==> src/rtl/cdgf_pkg.sv <==
`timescale 1ns / 1ps
`default_nettype none

package cdgf_pkg;

  localparam int THRESH_BITS = 10;
  localparam int RUN_BITS    = 2;
  localparam int WARM_BITS   = 4;
  localparam int BAND_BITS   = 10;
  localparam int CFG_IDX_BITS  = 3;
  localparam int CFG_DATA_BITS = 10;

  localparam logic [RUN_BITS-1:0]  RUN_MAX  = 2'd3;
  localparam logic [WARM_BITS-1:0] WARM_MAX = 4'd15;

  localparam logic [THRESH_BITS-1:0] THRESH_RESET = 10'd50;
  localparam logic [RUN_BITS-1:0]    RUN_RESET    = 2'd3;
  localparam logic [WARM_BITS-1:0]   WARM_RESET   = 4'd10;
  localparam logic [BAND_BITS-1:0]   BAND_RESET   = 10'd10;

  typedef enum logic [CFG_IDX_BITS-1:0] {
    REG_JUMP_THRESHOLD = 3'd0,
    REG_STABLE_RUN     = 3'd1,
    REG_WARMUP_LIMIT   = 3'd2,
    REG_WARMUP_BAND    = 3'd3,
    REG_EXTERNAL_MODE  = 3'd4
  } reg_idx_t;

  typedef struct packed {
    logic [THRESH_BITS-1:0] jump_threshold;
    logic [RUN_BITS-1:0]    stable_run;
    logic [WARM_BITS-1:0]   warmup_limit;
    logic [BAND_BITS-1:0]   warmup_band;
    logic                   external_mode;
  } cfg_t;

endpackage

`default_nettype wire

==> src/rtl/cdgf_cfg.sv <==
`timescale 1ns / 1ps
`default_nettype none

module cdgf_cfg (
  input  logic                              clk,
  input  logic                              rst,
  input  logic                              wr_en,
  input  logic [cdgf_pkg::CFG_IDX_BITS-1:0]  wr_index,
  input  logic [cdgf_pkg::CFG_DATA_BITS-1:0] wr_data,
  output cdgf_pkg::cfg_t                    cfg
);

  cdgf_pkg::cfg_t cfg_next;

  always_comb begin
    cfg_next = cfg;
    if (wr_en) begin
      unique case (wr_index)
        cdgf_pkg::REG_JUMP_THRESHOLD:
          cfg_next.jump_threshold = wr_data[cdgf_pkg::THRESH_BITS-1:0];
        cdgf_pkg::REG_STABLE_RUN:
          cfg_next.stable_run = wr_data[cdgf_pkg::RUN_BITS-1:0];
        cdgf_pkg::REG_WARMUP_LIMIT:
          cfg_next.warmup_limit = wr_data[cdgf_pkg::WARM_BITS-1:0];
        cdgf_pkg::REG_WARMUP_BAND:
          cfg_next.warmup_band = wr_data[cdgf_pkg::BAND_BITS-1:0];
        cdgf_pkg::REG_EXTERNAL_MODE:
          cfg_next.external_mode = wr_data[0];
        default: begin
        end
      endcase
    end
  end

  always_ff @(posedge clk) begin
    if (rst) begin
      cfg.jump_threshold <= cdgf_pkg::THRESH_RESET;
      cfg.stable_run     <= cdgf_pkg::RUN_RESET;
      cfg.warmup_limit   <= cdgf_pkg::WARM_RESET;
      cfg.warmup_band    <= cdgf_pkg::BAND_RESET;
      cfg.external_mode  <= 1'b1;
    end else begin
      cfg <= cfg_next;
    end
  end

endmodule

`default_nettype wire

==> src/rtl/cdgf_div5.sv <==
`timescale 1ns / 1ps
`default_nettype none

module cdgf_div5 #(
  parameter int SW = 13
) (
  input  logic [SW-1:0] num,
  output logic [SW-1:0] quo
);

  localparam int K = SW + 1;
  localparam logic [K-1:0] RECIP = K'((2 ** K) / 5);
  localparam logic [SW-1:0] DIVISOR = SW'(5);

  logic [SW+K-1:0] prod;
  logic [SW-1:0]   q0;
  logic [SW+2:0]   q5;
  logic [SW-1:0]   rem;

  // reciprocal estimate is low by at most one
  always_comb begin
    prod = {{K{1'b0}}, num} * {{SW{1'b0}}, RECIP};
    q0   = prod[SW+K-1:K];
    q5   = {3'b000, q0} + {1'b0, q0, 2'b00};
    rem  = num - q5[SW-1:0];
    quo  = (rem >= DIVISOR) ? q0 + SW'(1) : q0;
  end

endmodule

`default_nettype wire

==> src/rtl/cdgf_filter.sv <==
`timescale 1ns / 1ps
`default_nettype none

module cdgf_filter #(
  parameter int DUTY_BITS = 10
) (
  input  logic                 clk,
  input  logic                 rst,
  input  logic                 fire,
  input  logic [DUTY_BITS-1:0] raw,
  input  cdgf_pkg::cfg_t       cfg,
  output logic [DUTY_BITS-1:0] filt_next,
  output logic                 settled_next
);

  localparam int SW = DUTY_BITS + 3;
  localparam int CW = (DUTY_BITS > cdgf_pkg::THRESH_BITS) ? DUTY_BITS : cdgf_pkg::THRESH_BITS;

  logic [DUTY_BITS-1:0]          filtered_value;
  logic [DUTY_BITS-1:0]          prior_filtered;
  logic [DUTY_BITS-1:0]          last_sample;
  logic [cdgf_pkg::RUN_BITS-1:0]  equal_run;
  logic                          settled;
  logic [cdgf_pkg::WARM_BITS-1:0] warmup_count;

  logic [DUTY_BITS-1:0]          prior_next;
  logic [cdgf_pkg::RUN_BITS-1:0]  run_next;
  logic [cdgf_pkg::WARM_BITS-1:0] warm_next;

  logic [DUTY_BITS-1:0] d_raw;
  logic [DUTY_BITS-1:0] d_prev;
  logic [cdgf_pkg::RUN_BITS-1:0] run_inc;
  logic                 jump;
  logic [SW-1:0]        blend_sum;
  logic [SW-1:0]        blend_quo;
  logic [DUTY_BITS-1:0] track_x;
  logic [DUTY_BITS:0]   track_sum;

  cdgf_div5 #(.SW(SW)) u_div5 (
    .num (blend_sum),
    .quo (blend_quo)
  );

  always_comb begin
    d_raw  = (raw > filtered_value) ? raw - filtered_value : filtered_value - raw;
    d_prev = (prior_filtered > filtered_value) ? prior_filtered - filtered_value
                                               : filtered_value - prior_filtered;
    jump = CW'(d_raw) >= CW'(cfg.jump_threshold);

    if (raw == last_sample) begin
      run_inc = (equal_run < cdgf_pkg::RUN_MAX) ? equal_run + 2'd1 : equal_run;
    end else begin
      run_inc = '0;
    end

    blend_sum = {2'b00, filtered_value, 1'b0} + {2'b00, raw, 1'b0} + {3'b000, raw};
    track_x   = (d_raw > d_prev) ? prior_filtered : raw;
    track_sum = {1'b0, filtered_value} + {1'b0, track_x};

    filt_next    = filtered_value;
    settled_next = settled;
    prior_next   = prior_filtered;
    run_next     = equal_run;
    warm_next    = warmup_count;

    if (cfg.external_mode) begin
      if (jump) begin
        filt_next    = raw;
        settled_next = 1'b0;
      end else if (!settled) begin
        run_next = run_inc;
        if (run_inc >= cfg.stable_run) begin
          filt_next    = raw;
          settled_next = 1'b1;
        end else if (warmup_count <= cfg.warmup_limit) begin
          if (CW'(d_raw) < CW'(cfg.warmup_band)) begin
            filt_next = blend_quo[DUTY_BITS-1:0];
          end
          if (warmup_count < cdgf_pkg::WARM_MAX) begin
            warm_next = warmup_count + 4'd1;
          end
        end else begin
          filt_next  = track_sum[DUTY_BITS:1];
          prior_next = track_sum[DUTY_BITS:1];
        end
      end
    end
  end

  always_ff @(posedge clk) begin
    if (rst) begin
      filtered_value <= '0;
      prior_filtered <= '0;
      last_sample    <= '0;
      equal_run      <= '0;
      settled        <= 1'b0;
      warmup_count   <= '0;
    end else if (fire && cfg.external_mode) begin
      filtered_value <= filt_next;
      prior_filtered <= prior_next;
      last_sample    <= raw;
      equal_run      <= run_next;
      settled        <= settled_next;
      warmup_count   <= warm_next;
    end
  end

endmodule

`default_nettype wire

==> src/rtl/captured_duty_glitch_filter.sv <==
// captured duty glitch filter, one channel
// input channel: raw_duty with in_valid / in_stall; a request is taken at a
//   rising edge with in_valid high and in_stall low
// output channel: filtered_duty and settled_flag with out_valid / out_stall;
//   every input request gives exactly one output request, in order
// config channel: cfg_valid / cfg_ready with cfg_index and cfg_data, always
//   ready; indexes 0..4 are jump threshold, stable run, warm-up limit,
//   warm-up band and external mode, other indexes are dropped
// input to output: the input register loads at the accept edge, then one pass
//   of compare and blend logic goes into the result register, which sets
//   out_valid; a receiver stall can hold the request in the input register
// throughput: one request per cycle while out_stall is low; filter state is
//   updated in the same pass as the result register; the next request sees it
// receiver stall: the result register holds, the input register still
//   takes one more request, then in_stall rises until the result is taken
// reset: synchronous, clears both valid flags and the filter state, loads
//   default config (threshold 50, run 3, limit 10, band 10, external on)
`timescale 1ns / 1ps
`default_nettype none

module captured_duty_glitch_filter #(
  parameter int DUTY_BITS = 10
) (
  input  logic                              clk,
  input  logic                              rst,
  input  logic                              in_valid,
  output logic                              in_stall,
  input  logic [DUTY_BITS-1:0]              raw_duty,
  output logic                              out_valid,
  input  logic                              out_stall,
  output logic [DUTY_BITS-1:0]              filtered_duty,
  output logic                              settled_flag,
  input  logic                              cfg_valid,
  output logic                              cfg_ready,
  input  logic [cdgf_pkg::CFG_IDX_BITS-1:0]  cfg_index,
  input  logic [cdgf_pkg::CFG_DATA_BITS-1:0] cfg_data
);

  cdgf_pkg::cfg_t cfg;

  logic                 in_full;
  logic [DUTY_BITS-1:0] in_raw;
  logic                 advance;
  logic                 in_take;
  logic [DUTY_BITS-1:0] filt_next;
  logic                 settled_next;

  assign cfg_ready = 1'b1;
  assign advance   = in_full && (!out_valid || !out_stall);
  assign in_stall  = in_full && !advance;
  assign in_take   = in_valid && !in_stall;

  cdgf_cfg u_cfg (
    .clk      (clk),
    .rst      (rst),
    .wr_en    (cfg_valid && cfg_ready),
    .wr_index (cfg_index),
    .wr_data  (cfg_data),
    .cfg      (cfg)
  );

  cdgf_filter #(.DUTY_BITS(DUTY_BITS)) u_filter (
    .clk          (clk),
    .rst          (rst),
    .fire         (advance),
    .raw          (in_raw),
    .cfg          (cfg),
    .filt_next    (filt_next),
    .settled_next (settled_next)
  );

  always_ff @(posedge clk) begin
    if (rst) begin
      in_full <= 1'b0;
    end else if (in_take) begin
      in_full <= 1'b1;
    end else if (advance) begin
      in_full <= 1'b0;
    end
  end

  always_ff @(posedge clk) begin
    if (in_take) begin
      in_raw <= raw_duty;
    end
  end

  always_ff @(posedge clk) begin
    if (rst) begin
      out_valid <= 1'b0;
    end else if (advance) begin
      out_valid <= 1'b1;
    end else if (!out_stall) begin
      out_valid <= 1'b0;
    end
  end

  always_ff @(posedge clk) begin
    if (advance) begin
      filtered_duty <= filt_next;
      settled_flag  <= settled_next;
    end
  end

`ifndef ASSERT_OFF
  a_stall_only_when_full: assert property (@(posedge clk) disable iff (rst)
    in_stall |-> (in_full && out_valid && out_stall))
    else $error("input stalled while the result register is free");

  a_advance_loads_result: assert property (@(posedge clk) disable iff (rst)
    advance |=> out_valid)
    else $error("advanced request did not reach the result register");

  a_drain_empties: assert property (@(posedge clk) disable iff (rst)
    (out_valid && !out_stall && !in_full) |=> !out_valid)
    else $error("result repeated after it was taken");
`endif

endmodule

`default_nettype wire

==> config.mk <==
export PLATFORM = sky130hd
export DESIGN_NAME = captured_duty_glitch_filter
export DESIGN_NICKNAME = d
export VERILOG_FILES = /design/src/rtl/cdgf_pkg.sv /design/src/rtl/cdgf_cfg.sv /design/src/rtl/cdgf_div5.sv /design/src/rtl/cdgf_filter.sv /design/src/rtl/captured_duty_glitch_filter.sv
export SDC_FILE = /design/constraint.sdc
export NUM_CORES = 1
export LEC_CHECK = 0
export BUFFER_PORTS_ARGS = -buffer_cell sky130_fd_sc_hd__buf_2
export CORE_MARGIN = 3
export CORE_UTILIZATION = 45
export CTS_BUF_LIST = sky130_fd_sc_hd__clkbuf_2 sky130_fd_sc_hd__clkbuf_4 sky130_fd_sc_hd__clkbuf_8
export DETAILED_ROUTE_END_ITERATION = 10
export GPL_TIMING_DRIVEN = 0
export REMOVE_ABC_BUFFERS = 1
export SYNTH_ARGS = -nofsm -noshare
export SYNTH_HDL_FRONTEND = slang
export SYNTH_SLANG_ARGS = --single-unit
==> constraint.sdc <==
create_clock -name clk -period 11.95 [get_ports clk]
set_clock_uncertainty 0.05 [all_clocks]
set_input_delay 0.5975 -clock clk [delete_from_list [all_inputs] [get_ports clk]]
set_output_delay 0.5975 -clock clk [all_outputs]
set_load 0.02 [all_outputs]
After elaboration in Yosys (flattened, before gate mapping). Cells that the tools add are included.

Shift operators: 0. Reductions and logical operators: 19. Mux-type cells: 20. Add/subtract/negate cells: 12. Divide/modulo/power cells: 0. Bitwise gates (word level): 4. Equality and inequality tests: 6. Multiply operators: 1. $lt $le $gt $ge: 10.

Operators with widths (count): $mux W10 (10); $sub A10 B10 Y10 (4); $gt A10 B10 Y1 (3); $mul A13 B10 Y23 const B (1); $add A11 B13 Y13 (1); $add A13 B10 Y13 (1); $ge A13 B3 Y1 const B (1); $sub A13 B13 Y13 (1); $add A11 B11 Y12 (1); $add A10 B10 Y11 (1); $add A10 B1 Y10 const B (1); $eq A10 B10 Y1 (1); $ge A10 B10 Y1 (1); $lt A10 B10 Y1 (1); $reduce_and A2 Y1 (5); $mux W1 (8); $reduce_and A7 Y1 (1); $eq A3 B2 Y1 const B (2); $reduce_and A6 Y1 (1); $add A4 B1 Y4 const B (1); $le A4 B4 Y1 (1); $logic_and A1 B1 Y1 (4); $logic_not A1 Y1 (4); $lt A4 B4 Y1 const B (1); other kinds (12) (16).

Latch bits: 0. ROM bits: 0. Word-level logic and storage cells: 88. RAM bits: 0. Input bits: 28. Output and inout port bits: 14. Bits in registers: 87. Memories kept: 0.

Longest topological paths before layout.
Depth after elaboration: 13. Depth in mapped cells: 51. Depth with buffers taken out: 49.

By module. A second synthesis with hierarchy kept.

Cells, all modules: 1340. Area, all modules: 11466.0 sq um.

Modules (own cells, without submodules): cdgf_filter (area each 5874.4 sq um, cells an instance 766, sequential area each 740.7 sq um, times used 1); cdgf_div5 (area each 3723.6 sq um, cells an instance 432, sequential area each 0.0 sq um, times used 1); cdgf_cfg (area each 1139.8 sq um, cells an instance 109, sequential area each 540.5 sq um, times used 1); captured_duty_glitch_filter (area each 728.2 sq um, cells an instance 33, sequential area each 670.6 sq um, times used 1).

Worst setup path before layout. Ideal clock, no wire load.

Path type: reg2reg. From: register in_raw[0]. To: register filtered_duty[1] (data pin). Buffers on the path: 1. Setup slack: 1174 ps. Cell stages (with the launch flop): 41. Required time: 11630 ps. Arrival time: 10456 ps. Cell sequence: edfxtp_1 -> ha_1 -> fa_1 -> nor2b_2 -> o21ai_1 -> and2_1 -> xor2_1 -> ha_1 -> a21o_1 -> nand2_1 -> or3b_2 -> a21oi_1 -> xor2_1 -> inv_1 -> ha_1 -> xor2_1 -> fa_1 -> fa_1 -> (+5 left out) -> a21oi_1 -> o21ai_0 -> xnor2_1 -> fa_1 -> ha_1 -> a21o_1 -> and2_1 -> a211oi_1 -> or4_1 -> a2111oi_2 -> o2111ai_1 -> nor3b_1 -> mux2i_1 -> buf_4 -> mux2_1 -> o221ai_1 -> o21a_1 -> o21ai_0.

Word-level cells in the longest chain between the ends: 13. Elaborated cells between the ends (all ways): 26. Those cells by class: 8 x add/sub; 1 x mul; 6 x order compare; 1 x eq/ne; 10 x mux.

RTL lines: start, declared (RTL line captured_duty_glitch_filter.sv:42) `logic [DUTY_BITS-1:0] in_raw;`; start signal, assigned (RTL line captured_duty_glitch_filter.sv:84) `in_raw <= raw_duty;`; $add A11 B11 Y12 (RTL line cdgf_filter.sv:56) `blend_sum = {2'b00, filtered_value, 1'b0} + {2'b00, raw, 1'b0} + {3'b000, raw};`; $add A13 B10 Y13 (RTL line cdgf_filter.sv:56); $mul A13 B10 Y23 (RTL line cdgf_div5.sv:22) `prod = {{K{1'b0}}, num} * {{SW{1'b0}}, RECIP};`; $add A11 B13 Y13 (RTL line cdgf_div5.sv:24) `q5 = {3'b000, q0} + {1'b0, q0, 2'b00};`; $sub A13 B13 Y13 (RTL line cdgf_div5.sv:25) `rem = num - q5[SW-1:0];`; $ge A13 B3 Y1 (RTL line cdgf_div5.sv:26) `quo = (rem >= DIVISOR) ? q0 + SW'(1) : q0;`; $mux W10 (RTL line cdgf_div5.sv:26); $mux W10 (RTL line cdgf_filter.sv:76) `if (CW'(d_raw) < CW'(cfg.warmup_band)) begin`; $mux W10 (RTL line cdgf_filter.sv:75) `end else if (warmup_count <= cfg.warmup_limit) begin`; $mux W10 (RTL line cdgf_filter.sv:72) `if (run_inc >= cfg.stable_run) begin`; $mux W10 (RTL line cdgf_filter.sv:70) `end else if (!settled) begin`; $mux W10 * (RTL line cdgf_filter.sv:67) `if (jump) begin`; $mux W10 * (RTL line cdgf_filter.sv:66) `if (cfg.external_mode) begin`; named net filt_next[1] (RTL line captured_duty_glitch_filter.sv:45) `logic [DUTY_BITS-1:0] filt_next;`; end signal, assigned (RTL line captured_duty_glitch_filter.sv:100) `filtered_duty <= filt_next;`; end, declared (RTL line captured_duty_glitch_filter.sv:31) `output logic [DUTY_BITS-1:0] filtered_duty,`.

The timed path passes the listed nets; every way through them passes the cells marked *. A chain may end at the register's enable or synchronous reset.

Worst setup path in the final report. Same ends and word-level chain as after synthesis.

==> flow_summary.yaml <==
status:
  status: "finished clean"
sta:
  worst_pin_slew_ps: 1240
  min_period_ps: 11510
  drv_slew: 0
  final-hold-violation-count: 0
  fmax_mhz: 86.8
  relSlewSlack_pct: 17.3
  fin_crit_sh_pct: 96.4
  setup_viol: 0
flow_run:
  cap_violations: 0
cts:
  clkSlewWorstSetupHoldPaths_ps: 100
  insertion_delay_ps: 390
  cts-buffers-inserted: 9
  htreeDepth: 3
  cts.path.max_buffers: 2
  cts_tree: "built"
  cts-root-buf: "clkbuf_8"
  cts.sinks: 87
  cts_hold_buf: 0
global_route:
  grt_pass1_wl_mm: 49.3
  antenna_found_initial: 0
  grt_pass1_vias: 9026
  grt_max_degree: 54
  grt.total_usage_pct: 23.5
  grt_overflow: 0
routing:
  wirelength_mm: 31.6
  dr.pass1.iters: 5
  drt.antenna.violating_nets: 0
  num_vias: 9641
  routedWlPerCell_um: 18.5
  avgViaCountPerCell: 5.66
  drc: 0
  drt_iter0_drc: 862
floorplanning:
  ioPinCount: 42
  fp.dieH_um: 163
  die_w_um: 163
  die-area_um2: 26500
  core_area_um2: 23800
  num_rows: 56
  initial_core_util_pct: 46.5
synthesis:
  synth_area_leaders: "ha_1, dfxtp_1, fa_1"
  syn_area_per_cell_um2: 8.33
  synth_edf_count: 21
  ys_ff_latch: 87
  syn_inst: 1330
  synth_top_area_share_pct: 21.6
  synth_cell_type_count: 78
  yosysWarnings: 0
  yosysTopAreaCell: "ha_1"
  ys_seq_area_share_pct: 17.6
  async_flop_share_pct: 0
  dominantRegCellSynth: "dfxtp_1"
  netlist_area_um2: 11100
setup_path:
  cp_slowest_stage_delay_ps: 590
  cp_common_cell: "fa_1"
  worstPathRequired_ps: 12000
  cp_max_fo: 10
  slowest_stage: "or4_1"
  crit_type: "reg2reg"
  crit_path_end_kind: "flop"
  arrival_ps: 11570
  critPathLaunchType: "flop"
finish:
  stdcell_count: 1704
  final_common_cell: "ha_1"
  drive_above_1_share_pct: 11.0
  nNetsFinal: 1645
  final_cell_mix: "ha_1, inv_1, nand2_1"
  syn2layout_area_growth_pct: 11.2
  antennaDiodeCount: 0
placement:
  io_buffers: 40
  dp_cells: 1653
  gp_congestion: 0.931
  hpwl_mm: 24.1
hold_path:
  hp-class: "in2reg"
-- layout make-up --
cell class,count,area (um2)
Multi-Input combinational cell,1043,8650
Sequential cell,87,1950
Timing Repair Buffer,74,468
Fill cell,2372,11500
Inverter,165,622
Tap cell,319,399
Clock inverter,7,100
Clock buffer,9,124
-- metrics by stage --
step	area (um2)	worst slack, ps	hold slack [ps]	setup TNS [ps]	util, %
2_1_floorplan	10900	988	378	0	-
3_3_place_gp	11500	-985	392	-13700	48.4
3_5_place_dp	11500	-992	397	-14080	48.4
4_1_cts	11900	77.1	306	0	50.0
5_1_grt	12300	-66.1	305	-66.1	51.7
6_report	12300	435	330	0	51.7
-- logic make-up after synthesis --
group	count (synthesis)	share of synthesized area, %
simple gates	346	14.9
compound gates	334	20.2
fa+ha+maj	237	29.9
buf+inv	201	6.97
xor+xnor	88	7.03
flops	87	17.6
mux	36	3.35
other cells	1	0.0339
-- routing by layer --
metal / vias to the layer above / GRT usage, % / share of wire [%]
li1: 4745 / - / -
met1: 4522 / 35.1 / 49
met2: 309 / 34.5 / 42
met3: 65 / 4.98 / 6.6
met4: 0 / 5.65 / 2.3
met5: - / 0 / 0
-- registers in the layout, summed over array words and instances, names as in the netlist --
name and cells:
out_valid 1, in_raw 10, u_filter.warmup_count 4, u_filter.filtered_value 10, filtered_duty 10, in_full 1, u_cfg.cfg 27, u_filter.prior_filtered 10
settled_flag 1, u_filter.last_sample 10, u_filter.settled 1, u_filter.equal_run 2
-- critical path, delay by kind of cell, from the launching register on --
kind                       cells  cell delay, ps
buffers and inverters          7             650
and+or+nand+nor                9            2600
adders and majority gates     11            4570
xor gates and xnor gates       3             490
muxes                          2             440
DFF                            1             490
AOI/OAI and AO/OA             11            1930
-- Yosys cell counts, types with 9 or more instances --
library cell,number
inv_1,162
a21oi_1,100
ha_1,191
nor3_1,13
o21bai_1,12
xnor2_1,50
a21o_1,54
nand2_1,124
edfxtp_1,21
o21ai_0,50
nor4_1,9
clkbuf_1,29
mux2i_1,27
nor2_1,79
xor2_1,37
a211oi_1,16
nor2b_1,17
o211ai_1,14
dfxtp_1,66
o21a_1,14
fa_1,46
and3_1,16
nand2b_1,15
nand4_1,16
nand3_1,20
and2_1,14
-- worst paths after layout --
| path | startpoint | endpoint | slack (ps) | depth (start not counted) |
|---|---|---|---|---|
| hold / removal | raw_duty[6] | in_raw[6]$_DFFE_PP_ | 330 | 1 |
| hold reg to reg | u_cfg.cfg[24]$_SDFFE_PP0P_ | u_cfg.cfg[24]$_SDFFE_PP0P_ | 410 | 2 |
| setup / recovery | in_raw[0]$_DFFE_PP_ | filtered_duty[1]$_DFFE_PP_ | 440 | 43 |
| setup reg to reg | in_raw[0]$_DFFE_PP_ | filtered_duty[1]$_DFFE_PP_ | 440 | 43 |
-- what timing repair did --
item / 4_1_cts / 5_1_grt
pin swaps: 1 / 12
buffers inserted: 11 / 22
cloned: 0 / 1
gates resized for setup: 11 / 39
endpoints found under the hold margin: 0 / 0
setup endpoints to repair: 20 / 20
Power is left out: the tool's default activity adds up to more than one toggle a clock period on the data nets, which glitch-free logic cannot reach.
